--- config.mk ---
export PLATFORM = sky130hd
export DESIGN_NAME = plwi_front
export DESIGN_NICKNAME = d
export VERILOG_FILES = /design/src/hdl/plwi_pkg.sv /design/src/hdl/plwi_front.sv
export SDC_FILE = /design/constraint.sdc
export NUM_CORES = 1
export LEC_CHECK = 0
export BUFFER_PORTS_ARGS = -buffer_cell sky130_fd_sc_hd__buf_2
export CAP_MARGIN = 10
export CORE_MARGIN = 2
export CORE_UTILIZATION = 51
export DETAILED_ROUTE_END_ITERATION = 10
export PLACE_DENSITY = 0.78
export SLEW_MARGIN = 20
export SYNTH_ARGS = -nofsm -noshare
export SYNTH_HDL_FRONTEND = slang
export SYNTH_SLANG_ARGS = --single-unit
--- constraint.sdc ---
create_clock -name i_clk -period 4.6 [get_ports i_clk]
set_input_delay 0.23 -clock i_clk [delete_from_list [all_inputs] [get_ports i_clk]]
set_output_delay 0.23 -clock i_clk [all_outputs]
set_load 0.05 [all_outputs]
--- src/hdl/plwi_pkg.sv ---
// Shared types and constants for the piecewise linear table interpolator.
package plwi_pkg;

    localparam int MAX_POINTS = 16;
    localparam int DATA_WIDTH = 32;
    localparam int IDX_W      = $clog2(MAX_POINTS);
    localparam int CNT_W      = $clog2(MAX_POINTS + 1);
    localparam int DIV_CNT_W  = $clog2(DATA_WIDTH + 1);

    localparam logic [1:0] REQ_CLEAR  = 2'd0;
    localparam logic [1:0] REQ_INSERT = 2'd1;
    localparam logic [1:0] REQ_QUERY  = 2'd2;

    localparam logic [1:0] ST_OK    = 2'd0;
    localparam logic [1:0] ST_EMPTY = 2'd1;
    localparam logic [1:0] ST_FULL  = 2'd2;

    typedef enum logic [1:0] {
        OP_CLEAR,
        OP_INSERT,
        OP_QUERY,
        OP_NOP
    } t_op;

    typedef struct packed {
        t_op                   op;
        logic [DATA_WIDTH-1:0] key;
        logic [DATA_WIDTH-1:0] level;
    } t_cmd;

    typedef enum logic [2:0] {
        S_IDLE,
        S_INS,
        S_QSCAN,
        S_MUL,
        S_DSTART,
        S_DWAIT,
        S_DONE
    } t_state;

endpackage

--- src/hdl/plwi_front.sv ---
// Front end: accepts items, classifies the request and queues commands.
module plwi_front (
    input  logic                            i_clk,
    input  logic                            i_rst_n,
    input  logic                            push,
    output logic                            full,
    input  logic [1:0]                      i_req_type,
    input  logic [plwi_pkg::DATA_WIDTH-1:0] i_point_position,
    input  logic [plwi_pkg::DATA_WIDTH-1:0] i_point_level,
    input  logic [plwi_pkg::DATA_WIDTH-1:0] i_query_position,
    output logic                            o_cmd_valid,
    output plwi_pkg::t_cmd                  o_cmd,
    input  logic                            i_cmd_take
);
    import plwi_pkg::*;

    t_cmd       r_q [2];
    logic       r_wp, r_rp;
    logic [1:0] r_cnt;
    t_cmd       w_cmd;
    logic       w_wr, w_rd;

    always_comb begin
        unique case (i_req_type)
            REQ_CLEAR:  w_cmd.op = OP_CLEAR;
            REQ_INSERT: w_cmd.op = OP_INSERT;
            REQ_QUERY:  w_cmd.op = OP_QUERY;
            default:    w_cmd.op = OP_NOP;
        endcase
        w_cmd.key   = (i_req_type == REQ_QUERY) ? i_query_position : i_point_position;
        w_cmd.level = i_point_level;
    end

    assign full        = (r_cnt == 2'd2);
    assign o_cmd_valid = (r_cnt != 2'd0);
    assign o_cmd       = r_q[r_rp];
    assign w_wr        = push && !full;
    assign w_rd        = i_cmd_take && o_cmd_valid;

    always_ff @(posedge i_clk) begin
        if (!i_rst_n) begin
            r_wp  <= 1'b0;
            r_rp  <= 1'b0;
            r_cnt <= 2'd0;
        end else begin
            if (w_wr) begin
                r_wp <= ~r_wp;
            end
            if (w_rd) begin
                r_rp <= ~r_rp;
            end
            r_cnt <= r_cnt + {1'b0, w_wr} - {1'b0, w_rd};
        end
    end

    always_ff @(posedge i_clk) begin
        if (w_wr) begin
            r_q[r_wp] <= w_cmd;
        end
    end

endmodule

# After elaboration in Yosys (flattened, before gate mapping)
# Memories as Yosys holds them, arrays and structs flattened. A register that Yosys moved wholly into a read port is not among the register bits.
# Cells that the tools add are included.
[op_classes]
n_addsub = 2
eq_ne = 3
mux = 6
bitwise = 2
n_reduce_logical = 5
[ops]
columns = ["op", "count"]
rows = [
  ["2-to-1 mux 32 bit", 1],
  ["case mux 2 bit (3 select lines)", 1],
  ["equality test 2 bit (second input constant)", 2],
  ["2-to-1 mux 1 bit", 4],
  ["adder 2 x 1 -> 2 bit", 1],
  ["equality test 2 x 1 -> 1 bit (second input constant)", 1],
  ["logical AND 1 bit", 2],
  ["logical NOT 2 bit", 1],
  ["NOT 1 bit", 2],
  ["nonzero test 2 bit", 1],
  ["subtractor 2 x 1 -> 2 bit", 1],
  ["logical NOT 1 bit", 1],
]
[word_totals]
register_bits = 4
ram_bits = 132
in_bits = 102
output_inout_bits = 68
elab_cells = 22
memories = 1
[memory_table]
columns = ["name", "words", "word_bits", "read_ports", "rd_clocked_by_memory_dff", "wr", "line_no", "rtl"]
rows = [
  ["r_q", 2, 66, 1, 1, 1, "plwi_front.sv:17", "t_cmd r_q [2];"],
]

# Logic depth before layout (Yosys ltp)
# Gate-level depths: netlist (run 1).
[depth]
word_depth = 5
depth_mapped = 8
mapped_depth_nobuf = 8

# Worst setup path before layout (run 1)
# No wires, ideal clock.
[synth_path]
path_type = "reg-to-reg"
from = "reg r_cnt[0]"
to = "mem r_q[0][0] (netlist bit), enable pin"
setup_time_ps = 490
t_arrival_ps = 3339
t_required_ps = 4110
path_slack_ps = 771
path_stages_with_launch = 4
path_buffers = 0
period_less_slack_ps = 3829
cell_sequence = "dfxtp_1 > nand2b_1 > nand2_1 > nor2_1"
[synth_via]
elab_chain_len = 5
[synth_lines]
columns = ["element", "line_no", "rtl"]
rows = [
  ["from (decl)", "plwi_front.sv:19", "logic [1:0] r_cnt;"],
  ["from (signal assigned)", "plwi_front.sv:52", "r_cnt <= r_cnt + {1'b0, w_wr} - {1'b0, w_rd};"],
  ["equality test 2 bit", "plwi_front.sv:34", "assign full = (r_cnt == 2'd2);"],
  ["logical NOT 1 bit", "plwi_front.sv:37", "assign w_wr = push && !full;"],
  ["logical AND 1 bit", "plwi_front.sv:37", ""],
  ["2-to-1 mux 1 bit", "plwi_front.sv:57", "if (w_wr) begin"],
  ["2-to-1 mux 1 bit (not written as such)", "plwi_front.sv:58", "r_q[r_wp] <= w_cmd;"],
  ["to (decl)", "plwi_front.sv:17", ""],
]
# Every way passes these cells.

==> impl_metrics.toml, run 1 <==
[run_status]
outcome = "completed"

[logic_synthesis]
synth_nets = 375
synthAdderAreaFrac_pct = 0.449
netlist_area_mm2 = 0.00558
yosysUniqueCellTypes = 23
synth-compound-area-share_pct = 0.135
synth_area_per_cell_um2 = 20.6
synth_xor_area_share_pct = 0.314
synth.area.mux_share_pct = 22.0
synth_top_family_by_area = "multiplexers"
yosys.area_share.simple_pct = 1.41
synth_seq_area_share_pct = 72.9
ys_ff_latch = 137
synth_warnings = 0
synth_cells = 271

[floorplanning]
die_y_um = 109
die_w_um = 109
die_area_mm2 = 0.0118
rows = 38
core_mm2 = 0.0107
io_pins = 170
start_util_pct = 51.9

[drt]
detail_route.wl_per_cell_um = 16.3
viasPerCell = 4.89
postRouteWirelength_um = 10400
drtPass1Iterations = 4
vias = 3126
drt_iter0_drc = 157
route.detailed.drc = 0
ant_nets = 0

[clock_tree]
cts-root-buf = "clkbuf_8"
clockBufferDepth = 2
htreeDepth = 4
cts_made_buffers = 17
postCtsSetupRepairBufs = 0
cts_resized = 0
cts_sinks = 137
clkTransAtPathRegs_ns = 0.06
clk_latency_ns = 0.50
cts_hold_buffers = 35
cts_tree = "built"

[setup_path]
cp.required_ns = 4.37
startpoint_type = "register"
cp.arrival_ns = 2.59
slowest_delay_ns = 0.94
cp_max_fo = 39
critical_path.slowest_cell = "dfxtp_2"
path_cells = "buf_4 > mux2_2 > buf_2"
path_class = "reg -> out"
endpoint_kind = "primary output"

[place]
post-dp-hpwl_um = 6520
routabilityCongestion = 0.747
dp_cells = 571
port_buffers = 169

[layout]
fin_cells = 639
final_cell_mix = "buf_2 (169), edfxtp_1 (132), mux2_2 (68), dlygate4sd3_1 (36), mux2_4 (30)"
n_antenna_cell = 0
drive_above_1_share_pct = 61.1
nets = 590
area_growth_pct = 33.2
final_common_cell = "buf_2"
fin_util_pct = 69.2
fill_cells = 731

[sta]
rsz0062_at_grt = "no"
timing.hold.ws_ns = 0.0315
slew_violations = 0
final-setup-viol-count = 0
worstMarginPinSlew_ns = 0.995
slew_headroom_pct = 33.5
hold_violations = 0
fin_worst_skew_ns = 0.00539
period_needed_ns = 2.82
fin_crit_sh_pct = 61.2
setup-tns-final_ns = 0
max_freq_mhz = 355

[min_path]
hold_class = "in -> reg"

[global_routing]
grt_antenna_before_repair = 0
grt_max_degree = 51
grt.overflow.total = 0
grt_first_pass_wirelength_um = 15400
grt_pass1_vias = 3154
grt_use_total_pct = 18.0

[pwr]
irDropWorstVdd_uv = 404
p_leak_uw = 0.00296
finalPower_uw = 4650
power.density_mw_per_mm2 = 626

[run]
maxCapViolations = 0
cell usage after synthesis:
cell,count,area (um2)
edfxtp_1,132,3960
mux2_2,68,766
mux2_4,30,450
buf_6,5,56.3
dfxtp_1,5,100
nor2_1,4,15.0
buf_12,3,60.1
buf_2,3,15.0
inv_1,3,11.3
and2_1,2,12.5
ha_1,2,25.0
nand2_1,2,7.51
nand2b_1,2,12.5
and3_1,1,6.26
buf_4,1,7.51
dlygate4sd1_1,1,8.76
mux2i_1,1,10.0
nor2b_4,1,13.8
nor3_1,1,5.00
o21a_1,1,7.51
or2_2,1,6.26
xnor2_1,1,8.76
xor2_1,1,8.76
metrics by stage:
stage                     instance area, um2  setup slack (ns)
after floorplan                         5580             0.771
after global placement                  6490              2.27
after detailed placement                6490              2.19
after CTS                               7420              1.69
after global routing                    7430              1.62
final                                   7430              1.78
registers in the layout, summed over array words and instances, names as in the netlist, named ones only:
name and cells:
r_cnt 2, r_q 132, r_rp 1, r_wp 1
worst paths after layout:
check	cells after the start	start	slack [ns]	to
setup / recovery	3	register	1.78	o_cmd[56]
hold reg to reg	2	r_rp$_SDFFE_PN0P_	0.52	register
hold / removal	2	i_query_position[23]	0.03	r_q[1][55]$_DFFE_PP_
setup reg to reg	4	r_cnt[0]$_SDFF_PN0_	2.25	r_q[0][53]$_DFFE_PP_
report_power, final:
group | internal, uW | total [uW] | switching (uW)
sequential | 1620 | 1720 | 101
clock | 820 | 1300 | 479
combinational | 488 | 1640 | 1150
worst max-delay path: cells and delay by family (launching register included):
| kind | cells | cell delay, ns |
|---|---|---|
| muxes | 1 | 0.40 |
| buffers and inverters | 2 | 0.70 |
| DFF | 1 | 0.94 |
cells by family after synthesis:
kind of cell    count (synthesis)
buf+inv                        16
mux                            99
fa+ha+maj                       2
simple gates                   14
flops                         137
xor+xnor                        2
compound gates                  1
layer usage:
layer  track usage, %  wire length (um)  vias to the layer above
met5                0                 0                        -
met4             8.61               210                        0
met3             5.79               525                       18
met2             32.3              5670                      105
met1             19.2              4010                     1515
li1                 -                 -                     1488
area by class of cell:
type	instances	area, um2	area share, %
well taps	140	175	2.36
inverters	3	11.3	0.152
repair buffers	209	1240	16.6
clock buffers	19	422	5.67
flip-flops and latches	137	4070	54.7
multi-input cells	118	1370	18.4
clock inverters	13	154	2.07
(Power assumes the default switching activity.)
==> inputs of run 2 (changes only) <==
Settings changed: CORE_UTILIZATION 51 to 46, PLACE_DENSITY 0.78 to 0.75.
Clock period 4.6 ns to 2.4 ns, I/O delays scaled along.
==> run 2 against run 1 <==
Effect of this change:
- total power is 97% higher
- sequential power is 86% higher
- via count is 1.4% higher
- global-route usage is 1.9 points lower
- worst setup slack worse by 1.3 ns
- first-iteration DRC count is 7.0% higher
- flip-flop and latch count stayed put
- highest routed layer unchanged
==> impl_metrics.toml, run 2 (same netlist as run 1, synthesis figures left out) <==
[run_status]
outcome = "completed"

[floorplanning]
rows = 40
die_y_um = 114
start_util_pct = 46.8
die_w_um = 114
io_pins = 170
core_mm2 = 0.0119
die_area_mm2 = 0.0130

[global_routing]
grt_first_pass_wirelength_um = 15600
grt_antenna_before_repair = 0
grt_use_total_pct = 16.1
grt_pass1_vias = 3287
grt.overflow.total = 0
grt_max_degree = 36

[min_path]
hold_class = "in -> reg"

[clock_tree]
clk_latency_ns = 0.40
postCtsSetupRepairBufs = 0
htreeDepth = 4
clkTransAtPathRegs_ns = 0.06
clockBufferDepth = 2
cts_sinks = 137
cts_made_buffers = 17
cts_tree = "built"
cts-root-buf = "clkbuf_16"

[sta]
hold_violations = 0
final-setup-viol-count = 0
rsz0062_at_grt = "no"
worstMarginPinSlew_ns = 0.585
max_freq_mhz = 535
slew_headroom_pct = 61.0
slew_violations = 0
setup-tns-final_ns = 0
fin_crit_sh_pct = 77.8
fin_worst_skew_ns = 0.00480
period_needed_ns = 1.87

[pwr]
p_leak_uw = 0.00301
sw_frac_of_total_pct = 36.0
seq_power_share_pct = 34.8
clock_power_share_pct = 29.9
switching_power_uw = 3310
power_frac_comb_pct = 35.3
irDropWorstVdd_uv = 774
intPower_uw = 5870
power.density_mw_per_mm2 = 1220

[setup_path]
startpoint_type = "register"
cp_max_fo = 33
reg2reg_to = "r_cnt[1]$_SDFF_PN0_"
slowest_delay_ns = 0.40
worstSetupPathDepth = 3
path_cells = "buf_4 > mux2_2 > buf_2"
endpoint = "o_cmd[37]"
r2r-start = "r_cnt[0]$_SDFF_PN0_"
cp.required_ns = 2.28
critical_path.slowest_cell = "mux2_2"
crit_buf_inv = 2
cp.arrival_ns = 1.75
path_class = "reg -> out"
endpoint_kind = "primary output"
r2r_cells = 8
r2r_setup_slack_ns = 0.70
cp_top_family = "buffers and inverters"

[layout]
nets = 594
largest_register = "r_q"
area_growth_pct = 34.9
largest_reg_flops = 132
final_cell_mix = "buf_2 (169), edfxtp_1 (132), mux2_2 (68), dlygate4sd3_1 (37), mux2_4 (30)"
drive_above_1_share_pct = 61.2
reg.largest.list = "r_q x132, r_cnt x2"
final_common_cell = "buf_2"
fin_cells = 651

[drt]
route.detailed.drc = 0
drtPass1Iterations = 4
postRouteWirelength_um = 10300
detail_route.wl_per_cell_um = 15.9
drt_iter0_drc = 168
vias = 3169
viasPerCell = 4.87
ant_nets = 0

[place]
routabilityCongestion = 0.735
post-dp-hpwl_um = 6570
dp_cells = 581
port_buffers = 169

[run]
maxCapViolations = 0
## run 2: cell count changes in the layout (fill, tap and decap cells not counted), sizes merged
cell,previous run,this run
clkinvlp,3,2
dlygate4sd3,36,37
clkbuf,19,17
inv,3,4
bufinv,3,5
buf,173,176
diode,0,1
## run 2: worst register-to-register path, delay by kind of cell (launching register included)
kind / cells / cell delay (ns)
and+or+nand+nor: 4 / 0.58
adders and majority gates: 2 / 0.50
DFF: 1 / 0.36
xor gates and xnor gates: 1 / 0.15
buffers and inverters: 1 / 0.04
## run 2: repair_timing
| action | in CTS | in global routing |
|---|---|---|
| endpoints found under the hold margin | 72 | 0 |
| hold buffers | 37 | 0 |
| resized for setup | 0 | 0 |
## run 2: how the worst min path moves through the flow
stage,start,depth (start not counted),to,slack (ns)
after floorplan,i_point_level[0],0,r_q[0][0]$_DFFE_PP_,0.22
after global placement,i_point_level[12],1,r_q[0][12]$_DFFE_PP_,0.31
after detailed placement,i_point_level[22],1,r_q[0][22]$_DFFE_PP_,0.31
after CTS,i_point_position[29],2,r_q[1][61]$_DFFE_PP_,0.0009
after global routing,i_query_position[6],2,r_q[0][38]$_DFFE_PP_,0.008
final,i_point_position[29],2,r_q[1][61]$_DFFE_PP_,0.02
## run 2: cell type report
cell class / instances / area (um2)
clock buffers: 17 / 425
inverters: 3 / 11.3
multi-input cells: 118 / 1360
fillers: 862 / 4390
repair buffers: 213 / 1270
diodes: 1 / 2.50
clock inverters: 15 / 205
well taps: 147 / 184
flip-flops and latches: 137 / 4070
## run 2: power by group through the flow
stage	Clock, uW	Combinational [uW]	Sequential, uW
2_1_floorplan	0	2580	3220
3_3_place_gp	0	3170	3220
3_5_place_dp	0	3210	3250
4_1_cts	2810	3260	3200
5_1_grt	2910	3390	3240
6_report	2740	3240	3200
## run 2: layer usage
layer	share of wire [%]	global-route usage (%)	wire, um
met5	0	0	0
met1	38	17.2	3970
met4	1.8	8.21	183
met3	6.2	4.92	642
met2	54	28.8	5540
## run 2: through the flow
step	util, %	instance area (um2)	setup slack, ns	power, uW	hold WS, ns
final	63.2	7530	0.532	9180	0.0231
after global routing	63.2	7520	0.455	9530	0.00754
after CTS	63.2	7520	0.493	9270	0.000903
after detailed placement	54.8	6520	0.724	6450	0.312
after global placement	54.8	6520	0.817	6390	0.309
after floorplan	-	5590	0.397	5800	0.219
